<file path="config.mk">
export PLATFORM = sky130hd
export DESIGN_NAME = delta_list_timer_queue
export DESIGN_NICKNAME = d
export VERILOG_FILES = /design/src/design/dltq_pkg.sv /design/src/design/dltq_ram.sv /design/src/design/dltq_ctrl.sv /design/src/design/dltq_datapath.sv /design/src/design/delta_list_timer_queue.sv
export SDC_FILE = /design/constraint.sdc
export NUM_CORES = 2
export LEC_CHECK = 0
export ABC_CLOCK_PERIOD_IN_PS = 12200
export BUFFER_PORTS_ARGS = -buffer_cell sky130_fd_sc_hd__buf_2
export CAP_MARGIN = 20
export CORE_ASPECT_RATIO = 1.25
export CORE_MARGIN = 3
export CORE_UTILIZATION = 66
export DETAILED_ROUTE_END_ITERATION = 10
export GPL_ROUTABILITY_DRIVEN = 0
export GPL_TIMING_DRIVEN = 0
export PLACE_DENSITY = 0.88
export SLEW_MARGIN = 0
export SYNTH_ARGS = -nofsm -noshare
export SYNTH_HDL_FRONTEND = slang
export SYNTH_SLANG_ARGS = --single-unit
</file>
<file path="constraint.sdc">
create_clock -name clock -period 12.2 [get_ports clock]
set_clock_uncertainty 0.15 [all_clocks]
set_input_delay 1.83 -clock clock [delete_from_list [all_inputs] [get_ports clock]]
set_output_delay 1.83 -clock clock [all_outputs]
set_load 0.02 [all_outputs]
</file>
<file path="src/design/dltq_pkg.sv">
// Shared constants, codes and controller/datapath interface types for the
// delta-list timer queue. No dependencies.
`default_nettype none

package dltq_pkg;

   localparam int POOL_SLOTS_DEFAULT = 16;

   localparam int DELAY_W  = 32;
   localparam int ID_W     = 8;
   localparam int ARG_W    = 32;
   localparam int TICK_W   = 32;
   localparam int SLOT_W   = 4;
   localparam int STATUS_W = 2;

   localparam int REQ_FIELDS_W = DELAY_W + ID_W + ARG_W + TICK_W;
   localparam int REQ_TDATA_W  = ((REQ_FIELDS_W + 7) / 8) * 8;
   localparam int RSP_FIELDS_W = SLOT_W + ID_W + ARG_W;
   localparam int RSP_TDATA_W  = ((RSP_FIELDS_W + 7) / 8) * 8;
   localparam int RSP_PAD_W    = RSP_TDATA_W - RSP_FIELDS_W;

   localparam logic CMD_TICK     = 1'b0;
   localparam logic CMD_REGISTER = 1'b1;

   typedef enum logic [STATUS_W-1:0] {
      ST_REGISTERED = 2'd0,
      ST_FULL       = 2'd1,
      ST_EXPIRED    = 2'd2
   } status_type;

   // which slot index drives the memory read port
   typedef enum logic [1:0] {
      SEL_FREE,
      SEL_HEAD,
      SEL_LINK
   } rd_sel_type;

   typedef struct packed {
      logic       capture;
      logic       rd_en;
      rd_sel_type rd_sel;
      logic       set_slot;
      logic       walk_init;
      logic       walk_step;
      logic       walk_stop;
      logic       ins_first;
      logic       ins_second;
      logic       tick_expire;
      logic       tick_reduce;
      logic       rsp_load;
      status_type rsp_kind;
   } dp_cmd_type;

   typedef struct packed {
      logic is_register;
      logic free_empty;
      logic head_empty;
      logic link_nil;
      logic walk_ge;
      logic due;
      logic rsp_free;
   } dp_status_type;

endpackage

`default_nettype wire

</file>
<file path="src/design/dltq_ram.sv">
// Generic single-write, single-read RAM with registered read data.
// No dependencies.
`default_nettype none

module dltq_ram #(
   parameter int WIDTH = 32,
   parameter int DEPTH = 16
) (
   input  wire logic                     clock,
   input  wire logic                     wr_en,
   input  wire logic [$clog2(DEPTH)-1:0] wr_addr,
   input  wire logic [WIDTH-1:0]         wr_data,
   input  wire logic                     rd_en,
   input  wire logic [$clog2(DEPTH)-1:0] rd_addr,
   output logic      [WIDTH-1:0]         rd_data
);

   logic [WIDTH-1:0] mem_ff [DEPTH];

   always_ff @(posedge clock) begin
      if (wr_en) begin
         mem_ff[wr_addr] <= wr_data;
      end
      if (rd_en) begin
         rd_data <= mem_ff[rd_addr];
      end
   end

endmodule

`default_nettype wire

</file>
<file path="src/design/dltq_ctrl.sv">
// Sequencer for the timer queue: dispatch, queue walk, insertion, tick and
// response hand-off. Depends on dltq_pkg.
`default_nettype none

module dltq_ctrl (
   input  wire logic                    clock,
   input  wire logic                    reset,
   input  wire logic                    req_tvalid,
   output logic                         req_tready,
   input  wire dltq_pkg::dp_status_type sts,
   output dltq_pkg::dp_cmd_type         ctl
);

   import dltq_pkg::*;

   typedef enum logic [2:0] {
      S_IDLE,
      S_DISPATCH,
      S_FREE,
      S_WALK,
      S_INS_A,
      S_INS_B,
      S_TICK,
      S_RESP
   } state_type;

   state_type  state_ff, state_in;
   status_type kind_ff, kind_in;

   assign req_tready = (state_ff == S_IDLE);

   always_comb begin
      ctl      = '0;
      state_in = state_ff;
      kind_in  = kind_ff;
      unique case (state_ff)
         S_IDLE: begin
            if (req_tvalid) begin
               ctl.capture = 1'b1;
               state_in    = S_DISPATCH;
            end
         end
         S_DISPATCH: begin
            if (sts.is_register) begin
               if (sts.free_empty) begin
                  kind_in  = ST_FULL;
                  state_in = S_RESP;
               end else begin
                  ctl.rd_en    = 1'b1;
                  ctl.rd_sel   = SEL_FREE;
                  ctl.set_slot = 1'b1;
                  state_in     = S_FREE;
               end
            end else if (sts.head_empty) begin
               state_in = S_IDLE;
            end else begin
               ctl.rd_en    = 1'b1;
               ctl.rd_sel   = SEL_HEAD;
               ctl.set_slot = 1'b1;
               state_in     = S_TICK;
            end
         end
         S_FREE: begin
            ctl.walk_init = 1'b1;
            if (sts.head_empty) begin
               state_in = S_INS_A;
            end else begin
               ctl.rd_en  = 1'b1;
               ctl.rd_sel = SEL_HEAD;
               state_in   = S_WALK;
            end
         end
         S_WALK: begin
            if (sts.walk_ge) begin
               ctl.walk_step = 1'b1;
               if (sts.link_nil) begin
                  state_in = S_INS_A;
               end else begin
                  ctl.rd_en  = 1'b1;
                  ctl.rd_sel = SEL_LINK;
               end
            end else begin
               ctl.walk_stop = 1'b1;
               state_in      = S_INS_A;
            end
         end
         S_INS_A: begin
            ctl.ins_first = 1'b1;
            state_in      = S_INS_B;
         end
         S_INS_B: begin
            ctl.ins_second = 1'b1;
            kind_in        = ST_REGISTERED;
            state_in       = S_RESP;
         end
         S_TICK: begin
            if (sts.due) begin
               ctl.tick_expire = 1'b1;
               kind_in         = ST_EXPIRED;
               state_in        = S_RESP;
            end else begin
               ctl.tick_reduce = 1'b1;
               state_in        = S_IDLE;
            end
         end
         S_RESP: begin
            ctl.rsp_kind = kind_ff;
            if (sts.rsp_free) begin
               ctl.rsp_load = 1'b1;
               state_in     = S_IDLE;
            end
         end
         default: begin
            state_in = S_IDLE;
         end
      endcase
   end

   always_ff @(posedge clock) begin
      if (reset) begin
         state_ff <= S_IDLE;
         kind_ff  <= ST_REGISTERED;
      end else begin
         state_ff <= state_in;
         kind_ff  <= kind_in;
      end
   end

endmodule

`default_nettype wire

</file>
<file path="src/design/dltq_datapath.sv">
// Timer queue datapath: slot memories, link valid bits, queue heads, walk
// registers and the response register. Depends on dltq_pkg and dltq_ram.
`default_nettype none

module dltq_datapath #(
   parameter int POOL_SLOTS = dltq_pkg::POOL_SLOTS_DEFAULT
) (
   input  wire logic                          clock,
   input  wire logic                          reset,
   input  wire logic                          in_cmd,
   input  wire logic [dltq_pkg::DELAY_W-1:0]  in_delay,
   input  wire logic [dltq_pkg::ID_W-1:0]     in_id,
   input  wire logic [dltq_pkg::ARG_W-1:0]    in_arg,
   input  wire logic [dltq_pkg::TICK_W-1:0]   in_tick,
   input  wire dltq_pkg::dp_cmd_type          ctl,
   output dltq_pkg::dp_status_type            sts,
   input  wire logic                          rsp_tready,
   output logic                               rsp_tvalid,
   output logic [dltq_pkg::STATUS_W-1:0]      rsp_status,
   output logic [dltq_pkg::SLOT_W-1:0]        rsp_slot,
   output logic [dltq_pkg::ID_W-1:0]          rsp_id,
   output logic [dltq_pkg::ARG_W-1:0]         rsp_arg
);

   import dltq_pkg::*;

   localparam int IW = $clog2(POOL_SLOTS);
   localparam int LW = $clog2(POOL_SLOTS + 1);
   localparam logic [LW-1:0] NIL = LW'(POOL_SLOTS);
   localparam int PW = ID_W + ARG_W;

   // captured item
   logic                cmd_ff;
   logic [DELAY_W-1:0]  delay_ff;
   logic [ID_W-1:0]     id_ff;
   logic [ARG_W-1:0]    arg_ff;
   logic [TICK_W-1:0]   tick_ff;

   // queue state
   logic [LW-1:0]       pend_head_ff;
   logic [LW-1:0]       free_head_ff;
   logic                link_valid_ff [POOL_SLOTS];

   // walk registers
   logic [IW-1:0]       slot_ff;
   logic [LW-1:0]       cur_ff;
   logic [LW-1:0]       prev_ff;
   logic [LW-1:0]       next_free_ff;
   logic [DELAY_W-1:0]  delta_cur_ff;
   logic [IW-1:0]       rd_idx_ff;
   logic                rd_valid_ff;

   // response register
   logic                rsp_valid_ff;
   logic [STATUS_W-1:0] rsp_status_ff;
   logic [SLOT_W-1:0]   rsp_slot_ff;
   logic [ID_W-1:0]     rsp_id_ff;
   logic [ARG_W-1:0]    rsp_arg_ff;

   logic [LW-1:0]       rd_addr;
   logic [IW-1:0]       rd_idx;
   logic [DELAY_W-1:0]  delta_q;
   logic [LW-1:0]       link_q;
   logic [PW-1:0]       payload_q;
   logic [LW-1:0]       link_rd;

   logic                delta_we;
   logic [IW-1:0]       delta_wa;
   logic [DELAY_W-1:0]  delta_wd;
   logic                link_we;
   logic [IW-1:0]       link_wa;
   logic [LW-1:0]       link_wd;
   logic [IW+SLOT_W-1:0] slot_ext;

   always_comb begin
      case (ctl.rd_sel)
         SEL_FREE: rd_addr = free_head_ff;
         SEL_HEAD: rd_addr = pend_head_ff;
         SEL_LINK: rd_addr = link_rd;
         default:  rd_addr = pend_head_ff;
      endcase
   end
   assign rd_idx = rd_addr[IW-1:0];

   // link entry never written still holds its place in the reset free chain
   assign link_rd = rd_valid_ff ? link_q : (LW'(rd_idx_ff) + LW'(1));

   always_comb begin
      delta_we = 1'b0;
      delta_wa = slot_ff;
      delta_wd = delay_ff;
      if (ctl.ins_first) begin
         delta_we = 1'b1;
      end else if (ctl.ins_second && (cur_ff != NIL)) begin
         delta_we = 1'b1;
         delta_wa = cur_ff[IW-1:0];
         delta_wd = delta_cur_ff - delay_ff;
      end else if (ctl.tick_reduce) begin
         delta_we = 1'b1;
         delta_wd = delta_q - tick_ff;
      end
   end

   always_comb begin
      link_we = 1'b0;
      link_wa = slot_ff;
      link_wd = cur_ff;
      if (ctl.ins_first) begin
         link_we = 1'b1;
      end else if (ctl.ins_second && (prev_ff != NIL)) begin
         link_we = 1'b1;
         link_wa = prev_ff[IW-1:0];
         link_wd = LW'(slot_ff);
      end else if (ctl.tick_expire) begin
         link_we = 1'b1;
         link_wd = free_head_ff;
      end
   end

   dltq_ram #(.WIDTH(DELAY_W), .DEPTH(POOL_SLOTS)) u_delta_ram (
      .clock   (clock),
      .wr_en   (delta_we),
      .wr_addr (delta_wa),
      .wr_data (delta_wd),
      .rd_en   (ctl.rd_en),
      .rd_addr (rd_idx),
      .rd_data (delta_q)
   );

   dltq_ram #(.WIDTH(LW), .DEPTH(POOL_SLOTS)) u_link_ram (
      .clock   (clock),
      .wr_en   (link_we),
      .wr_addr (link_wa),
      .wr_data (link_wd),
      .rd_en   (ctl.rd_en),
      .rd_addr (rd_idx),
      .rd_data (link_q)
   );

   dltq_ram #(.WIDTH(PW), .DEPTH(POOL_SLOTS)) u_payload_ram (
      .clock   (clock),
      .wr_en   (ctl.ins_first),
      .wr_addr (slot_ff),
      .wr_data ({id_ff, arg_ff}),
      .rd_en   (ctl.rd_en),
      .rd_addr (rd_idx),
      .rd_data (payload_q)
   );

   assign sts.is_register = (cmd_ff == CMD_REGISTER);
   assign sts.free_empty  = (free_head_ff == NIL);
   assign sts.head_empty  = (pend_head_ff == NIL);
   assign sts.link_nil    = (link_rd == NIL);
   assign sts.walk_ge     = (delay_ff >= delta_q);
   assign sts.due         = (delta_q <= tick_ff);
   assign sts.rsp_free    = !rsp_valid_ff || rsp_tready;

   assign slot_ext = {{SLOT_W{1'b0}}, slot_ff};

   // control state
   always_ff @(posedge clock) begin
      if (reset) begin
         pend_head_ff <= NIL;
         free_head_ff <= '0;
         rsp_valid_ff <= 1'b0;
         for (int i = 0; i < POOL_SLOTS; i++) begin
            link_valid_ff[i] <= 1'b0;
         end
      end else begin
         if (link_we) begin
            link_valid_ff[link_wa] <= 1'b1;
         end
         if (ctl.ins_first) begin
            free_head_ff <= next_free_ff;
            if (prev_ff == NIL) begin
               pend_head_ff <= LW'(slot_ff);
            end
         end
         if (ctl.tick_expire) begin
            pend_head_ff <= link_rd;
            free_head_ff <= LW'(slot_ff);
         end
         if (ctl.rsp_load) begin
            rsp_valid_ff <= 1'b1;
         end else if (rsp_tready) begin
            rsp_valid_ff <= 1'b0;
         end
      end
   end

   // payload registers
   always_ff @(posedge clock) begin
      if (ctl.capture) begin
         cmd_ff   <= in_cmd;
         delay_ff <= in_delay;
         id_ff    <= in_id;
         arg_ff   <= in_arg;
         tick_ff  <= in_tick;
      end else if (ctl.walk_step) begin
         delay_ff <= delay_ff - delta_q;
      end
      if (ctl.rd_en) begin
         rd_idx_ff   <= rd_idx;
         rd_valid_ff <= link_valid_ff[rd_idx];
      end
      if (ctl.set_slot) begin
         slot_ff <= rd_idx;
      end
      if (ctl.walk_init) begin
         next_free_ff <= link_rd;
         cur_ff       <= pend_head_ff;
         prev_ff      <= NIL;
      end else if (ctl.walk_step) begin
         prev_ff <= cur_ff;
         cur_ff  <= link_rd;
      end
      if (ctl.walk_stop) begin
         delta_cur_ff <= delta_q;
      end
      if (ctl.rsp_load) begin
         rsp_status_ff <= ctl.rsp_kind;
         rsp_slot_ff   <= (ctl.rsp_kind == ST_FULL) ? '0 : slot_ext[SLOT_W-1:0];
         rsp_id_ff     <= (ctl.rsp_kind == ST_EXPIRED) ? payload_q[PW-1:ARG_W] : '0;
         rsp_arg_ff    <= (ctl.rsp_kind == ST_EXPIRED) ? payload_q[ARG_W-1:0] : '0;
      end
   end

   assign rsp_tvalid = rsp_valid_ff;
   assign rsp_status = rsp_status_ff;
   assign rsp_slot   = rsp_slot_ff;
   assign rsp_id     = rsp_id_ff;
   assign rsp_arg    = rsp_arg_ff;

endmodule

`default_nettype wire

</file>
<file path="src/design/delta_list_timer_queue.sv">
// Delta-list timer queue: a pool of POOL_SLOTS timer slots kept in expiry
// order, each entry holding its delay relative to the entry in front of it.
// A register item (cmd 1) takes the first free slot, walks the queue from the
// head one entry per clock through the delta and link memories, links the new
// entry in behind any entries due at the same time and answers with status 0
// and the slot, or status 1 if no slot is free. A tick item (cmd 0) takes its
// amount off the head delta; if the head falls due it is unlinked, its slot
// goes to the front of the free chain and an expiry (status 2, slot, handler
// token, argument) is answered. Surplus tick time is dropped and a tick on an
// empty queue, or one that leaves the head pending, gives no result item.
// One item is worked on at a time. A register item passes over up to
// POOL_SLOTS - 1 queued entries before it is linked in, the walk reading one
// entry per cycle from the single read port of each slot memory. The next
// item is taken the cycle after the result is loaded, while that result may
// still wait for rsp_tready. Link words not yet written read as the reset
// free chain through per-slot valid flags, so there is no clearing pass after
// reset.
// Depends on dltq_pkg, dltq_ctrl, dltq_datapath and dltq_ram.
`default_nettype none

module delta_list_timer_queue #(
   parameter int POOL_SLOTS = dltq_pkg::POOL_SLOTS_DEFAULT
) (
   input  wire logic                              clock,
   input  wire logic                              reset,
   input  wire logic                              req_tvalid,
   output logic                                   req_tready,
   // delay [31:0], callback_id [39:32], callback_arg [71:40], tick_amount [103:72]
   input  wire logic [dltq_pkg::REQ_TDATA_W-1:0]  req_tdata,
   // cmd [0]
   input  wire logic [0:0]                        req_tuser,
   output logic                                   rsp_tvalid,
   input  wire logic                              rsp_tready,
   // slot [3:0], callback_id_res [11:4], callback_arg_res [43:12], zero [47:44]
   output logic [dltq_pkg::RSP_TDATA_W-1:0]       rsp_tdata,
   // status [1:0]
   output logic [dltq_pkg::STATUS_W-1:0]          rsp_tuser
);

   import dltq_pkg::*;

   localparam int ID_LO   = DELAY_W;
   localparam int ARG_LO  = ID_LO + ID_W;
   localparam int TICK_LO = ARG_LO + ARG_W;

   dp_cmd_type    ctl;
   dp_status_type sts;

   logic [SLOT_W-1:0] rsp_slot;
   logic [ID_W-1:0]   rsp_id;
   logic [ARG_W-1:0]  rsp_arg;

   // sequencer: owns the request handshake
   dltq_ctrl u_ctrl (
      .clock      (clock),
      .reset      (reset),
      .req_tvalid (req_tvalid),
      .req_tready (req_tready),
      .sts        (sts),
      .ctl        (ctl)
   );

   // memories, queue heads and the response register
   dltq_datapath #(.POOL_SLOTS(POOL_SLOTS)) u_datapath (
      .clock      (clock),
      .reset      (reset),
      .in_cmd     (req_tuser[0]),
      .in_delay   (req_tdata[DELAY_W-1:0]),
      .in_id      (req_tdata[ARG_LO-1:ID_LO]),
      .in_arg     (req_tdata[TICK_LO-1:ARG_LO]),
      .in_tick    (req_tdata[TICK_LO+TICK_W-1:TICK_LO]),
      .ctl        (ctl),
      .sts        (sts),
      .rsp_tready (rsp_tready),
      .rsp_tvalid (rsp_tvalid),
      .rsp_status (rsp_tuser),
      .rsp_slot   (rsp_slot),
      .rsp_id     (rsp_id),
      .rsp_arg    (rsp_arg)
   );

   assign rsp_tdata = {{RSP_PAD_W{1'b0}}, rsp_arg, rsp_id, rsp_slot};

endmodule

`default_nettype wire

</file>
==> key figures <==
Synth
  • Most used flip-flop cell after synthesis: edfxtp_1
  • Unique cell type count in the Yosys netlist: 81
  • Instance count of the mapped netlist: 4387
  • Seq/Total Area, Yosys: 72.1%
  • Share of async-settable or async-resettable flops after synthesis: 0%
  • Mean instance size in the synthesized netlist: 14.6 µm²
  • Number of synthesized flops with an enable pin: 1511
  • Count of state elements after synthesis: 1548
  • Number of synthesis warnings: 0
  • Post-synth design cell area: 64000 µm²

Die
  • Number of rows created at floorplan: 127
  • Die Footprint: 101000 µm²
  • Number of top-level design ports: 161
  • Die outline height: 354 µm
  • Starting density of the core: 66.7%
  • Area of the core region: 96000 µm²
  • Floorplan die width: 284 µm

Clock tree
  • Clock latency at the later pin of the worst-skew pair: 0.77 ns
  • Total of cells resized after clock tree synthesis: 0
  • Hold buffer count at CTS: 0
  • Number of H-tree levels: 4
  • # clock sinks: 1548
  • Number of buffers added by the clock tree synthesis step: 142
  • Clk pin slew, worst setup/hold paths: 0.06 ns
  • CTS Buffer Depth: 3
  • Buffers inserted by post-CTS timing repair: 0
  • Buffer type at the clock tree root: clkbuf_16
  • CTS tree: built

STA
  • Setup_tns: 0 ns
  • Least-Margin Pin Slew: 1.38 ns
  • Final worst-path cycle share: 57.0%
  • Max-slew headroom at the worst pin: 7.84%
  • Number of hold violations in the final report: 0
  • Setup violation total in the final timing report: 0
  • Final count of pins violating max slew: 0
  • Final min period: 6.96 ns
  • Peak clock frequency supported by timing: 144 MHz
  • Setup repair after global routing missed its margin: no
  • Hold slack final: 0.336 ns

Pwr
  • Switching portion of total power: 37.8%
  • Net switching power: 7.08 mW
  • Clock network fraction of design power: 23.6%
  • Power per cell area: 258 nW/µm²
  • Peak VDD IR: 0.000182 V
  • Portion of total power attributed to combinational logic: 36.6%
  • Power Internal: 11.6 mW
  • Leakage dissipation: 26.5 nW
  • Power share of the sequential group: 39.8%

Worst setup path
  • Classification of the worst setup path: flop to flop
  • Required time reported for the critical path endpoint: 12.55 ns
  • Biggest fanout along the worst timing path: 10
  • Critical path launch point type: flop
  • Arrival @ worst endpoint: 7.31 ns
  • R2R setup slack: 5.24 ns
  • Worst setup path start: u_datapath.u_delta_ram.rd_data[23]$_DFFE_PP_
  • Depth of the worst register-to-register path: 15
  • Capturing instance or port of the critical path: u_datapath.u_delta_ram.rd_data[26]$_DFFE_PP_
  • Worst flop-to-flop path endpoint: u_datapath.u_delta_ram.rd_data[26]$_DFFE_PP_
  • Critical R2R Launch: u_datapath.u_delta_ram.rd_data[23]$_DFFE_PP_
  • Critical Path End Type: flop

Route
  • Antenna viol nets, final: 0
  • DRC Markers: 0
  • Routed Wire Length: 191000 µm
  • Total number of vias: 44200
  • Vias per inst: 7.14
  • Iteration count of the initial detailed-routing pass: 10
  • Number of design-rule violations left by the first detailed-router iteration: 7327
  • Post-detailed-route wirelength per cell: 30.8 µm

Global route
  • Number of global-route vias before repair: 44100
  • Global-route wire length before repair: 273000 µm
  • Antenna violations before repair: 10
  • Maximum number of pins on one net before global-route repair: 33
  • Total global routing track utilization: 37.1%
  • Total gr overflow: 0

Cells and area
  • Syn-to-layout area delta: 13.3%
  • Final net count: 4989
  • Fraction of layout cells with a size suffix above 1: 12.8%
  • Most common cell after layout, fill and taps aside: edfxtp_1
  • Final cell count without fillers: 6192
  • Commonest cells after routing, fill and taps aside: edfxtp_1 (1511), nand2_1 (734), mux2i_1 (320)
  • Utilization after layout: 75.6%
  • Final Cell Area: 72500 µm²

Run status
  • Status: complete, no violations

Placed design
  • Placed standard-cell area: 67800 µm²
  • Placed insts: 5909
  • Port Buffers: 156
  • HPWL after detailed placement: 120000 µm

Job
  • Number of maximum-capacitance violations: 0

Min path
  • HP Class: flop to flop
-- state kept, by name, summed over array words and instances, names as in the netlist, 5 cells and up --
name                              count
u_datapath.u_link_ram.rd_data         5
u_datapath.prev_ff                    5
u_datapath.rsp_id                     8
u_datapath.u_link_ram.mem_ff         80
u_datapath.u_payload_ram.rd_data     40
u_datapath.free_head_ff               5
u_datapath.tick_ff                   32
u_datapath.delta_cur_ff              32
u_datapath.u_delta_ram.mem_ff       512
u_datapath.pend_head_ff               5
u_datapath.id_ff                      8
u_datapath.link_valid_ff             16
u_datapath.delay_ff                  32
u_datapath.arg_ff                    32
u_datapath.u_delta_ram.rd_data       32
u_datapath.next_free_ff               5
u_datapath.rsp_arg                   32
u_datapath.cur_ff                     5
u_datapath.u_payload_ram.mem_ff     640
-- layout make-up --
class | count | area (µm²)
flip-flops and latches | 1548 | 46100
diodes | 9 | 22.5
inverters | 138 | 518
clock inverters | 81 | 788
clock buffers | 175 | 3740
well taps | 1290 | 1610
repair buffers | 247 | 2070
multi-input cells | 2477 | 16600
plain buffers | 227 | 1070
fillers | 4974 | 23500
-- worst max-delay path: stages (launching register included) --
cell and delay, ns:
edfxtp_1 0.41, inv_1 0.06, ha_1 0.36, a21oi_1 0.48, o21a_1 0.22, o22ai_1 0.11
o41ai_2 0.80, a31o_4 0.36, clkbuf_1 0.67, a21o_1 0.18, o211ai_1 0.13, nor2_2 0.84
buf_4 0.36, clkbuf_1 0.89, a32oi_1 0.30, and4_1 0.36
-- worst min-delay path by stage --
stage | startpoint | end | depth (start not counted)
5_1_grt | u_datapath.link_valid_ff[12]$_DFF_P_ | u_datapath.link_valid_ff[12]$_DFF_P_ | 2
2_1_floorplan | u_datapath.link_valid_ff[1]$_DFF_P_ | u_datapath.link_valid_ff[1]$_DFF_P_ | 2
3_3_place_gp | u_datapath.link_valid_ff[5]$_DFF_P_ | u_datapath.link_valid_ff[5]$_DFF_P_ | 2
6_report | u_datapath.link_valid_ff[12]$_DFF_P_ | u_datapath.link_valid_ff[12]$_DFF_P_ | 2
3_5_place_dp | u_datapath.link_valid_ff[3]$_DFF_P_ | u_datapath.link_valid_ff[3]$_DFF_P_ | 2
4_1_cts | u_datapath.link_valid_ff[12]$_DFF_P_ | u_datapath.link_valid_ff[12]$_DFF_P_ | 2
-- power groups by stage --
stage,Clock (mW),Sequential (mW),Combinational (mW)
6_report,4.42,7.46,6.84
3_3_place_gp,0,7.58,5.91
3_5_place_dp,0,7.53,6.33
2_1_floorplan,0,7.39,4.10
4_1_cts,4.38,7.44,6.46
5_1_grt,4.59,7.49,7.12
-- cells by family (layout without fill, tap and decap cells) --
family                     Yosys count  count (layout)  share of synthesized area (%)
adders and majority gates           99              99                           1.97
and+or+nand+nor                   1226            1226                           8.73
other                                1              13                        0.00586
xor gates and xnor gates            72              72                          0.986
AOI/OAI and AO/OA                  754             754                           8.72
DFF                               1548            1548                           72.1
buffers and inverters              365             868                           2.48
muxes                              322             322                           5.04
-- per-stage QoR --
step	setup WS (ns)	total power [mW]
2_1_floorplan	7.05	11.5
3_3_place_gp	3.67	13.5
3_5_place_dp	5.82	13.9
4_1_cts	5.77	18.3
5_1_grt	5.49	19.2
6_report	5.24	18.7
-- synthesized netlist by cell type, types with 7 or more instances --
master | instances | area share, %
and3_1 | 21 | 0.21
nor3_1 | 28 | 0.22
xor2_1 | 29 | 0.40
edfxtp_1 | 1511 | 71
inv_1 | 135 | 0.79
a21oi_1 | 153 | 1.2
buf_4 | 20 | 0.23
o31ai_1 | 7 | 0.082
o22ai_1 | 15 | 0.15
a211oi_1 | 13 | 0.15
ha_1 | 96 | 1.9
xnor2_1 | 43 | 0.59
o21a_1 | 18 | 0.21
buf_1 | 10 | 0.059
buf_2 | 77 | 0.60
a21o_1 | 45 | 0.53
mux2i_1 | 320 | 5.0
a221oi_1 | 9 | 0.12
or2_2 | 8 | 0.078
and2_1 | 49 | 0.48
nor2b_1 | 19 | 0.19
clkbuf_1 | 114 | 0.67
nand2b_1 | 22 | 0.22
nand4_1 | 14 | 0.14
or3_1 | 10 | 0.098
and4_1 | 83 | 1.1
nand3b_1 | 7 | 0.082
a31oi_1 | 19 | 0.19
nor2_1 | 177 | 1.0
nand2_1 | 734 | 4.3
a32oi_1 | 314 | 4.3
o211ai_1 | 10 | 0.12
o21ai_0 | 72 | 0.56
nand3_1 | 29 | 0.23
dfxtp_1 | 37 | 1.2
-- layer usage --
metal	part of all wire, %	global-route usage (%)
met5	0.061	0
met3	13	10.1
met2	48	60.5
met4	8.8	27.2
met1	31	42.4
No activity file was read; power rests on OpenSTA's default activity.
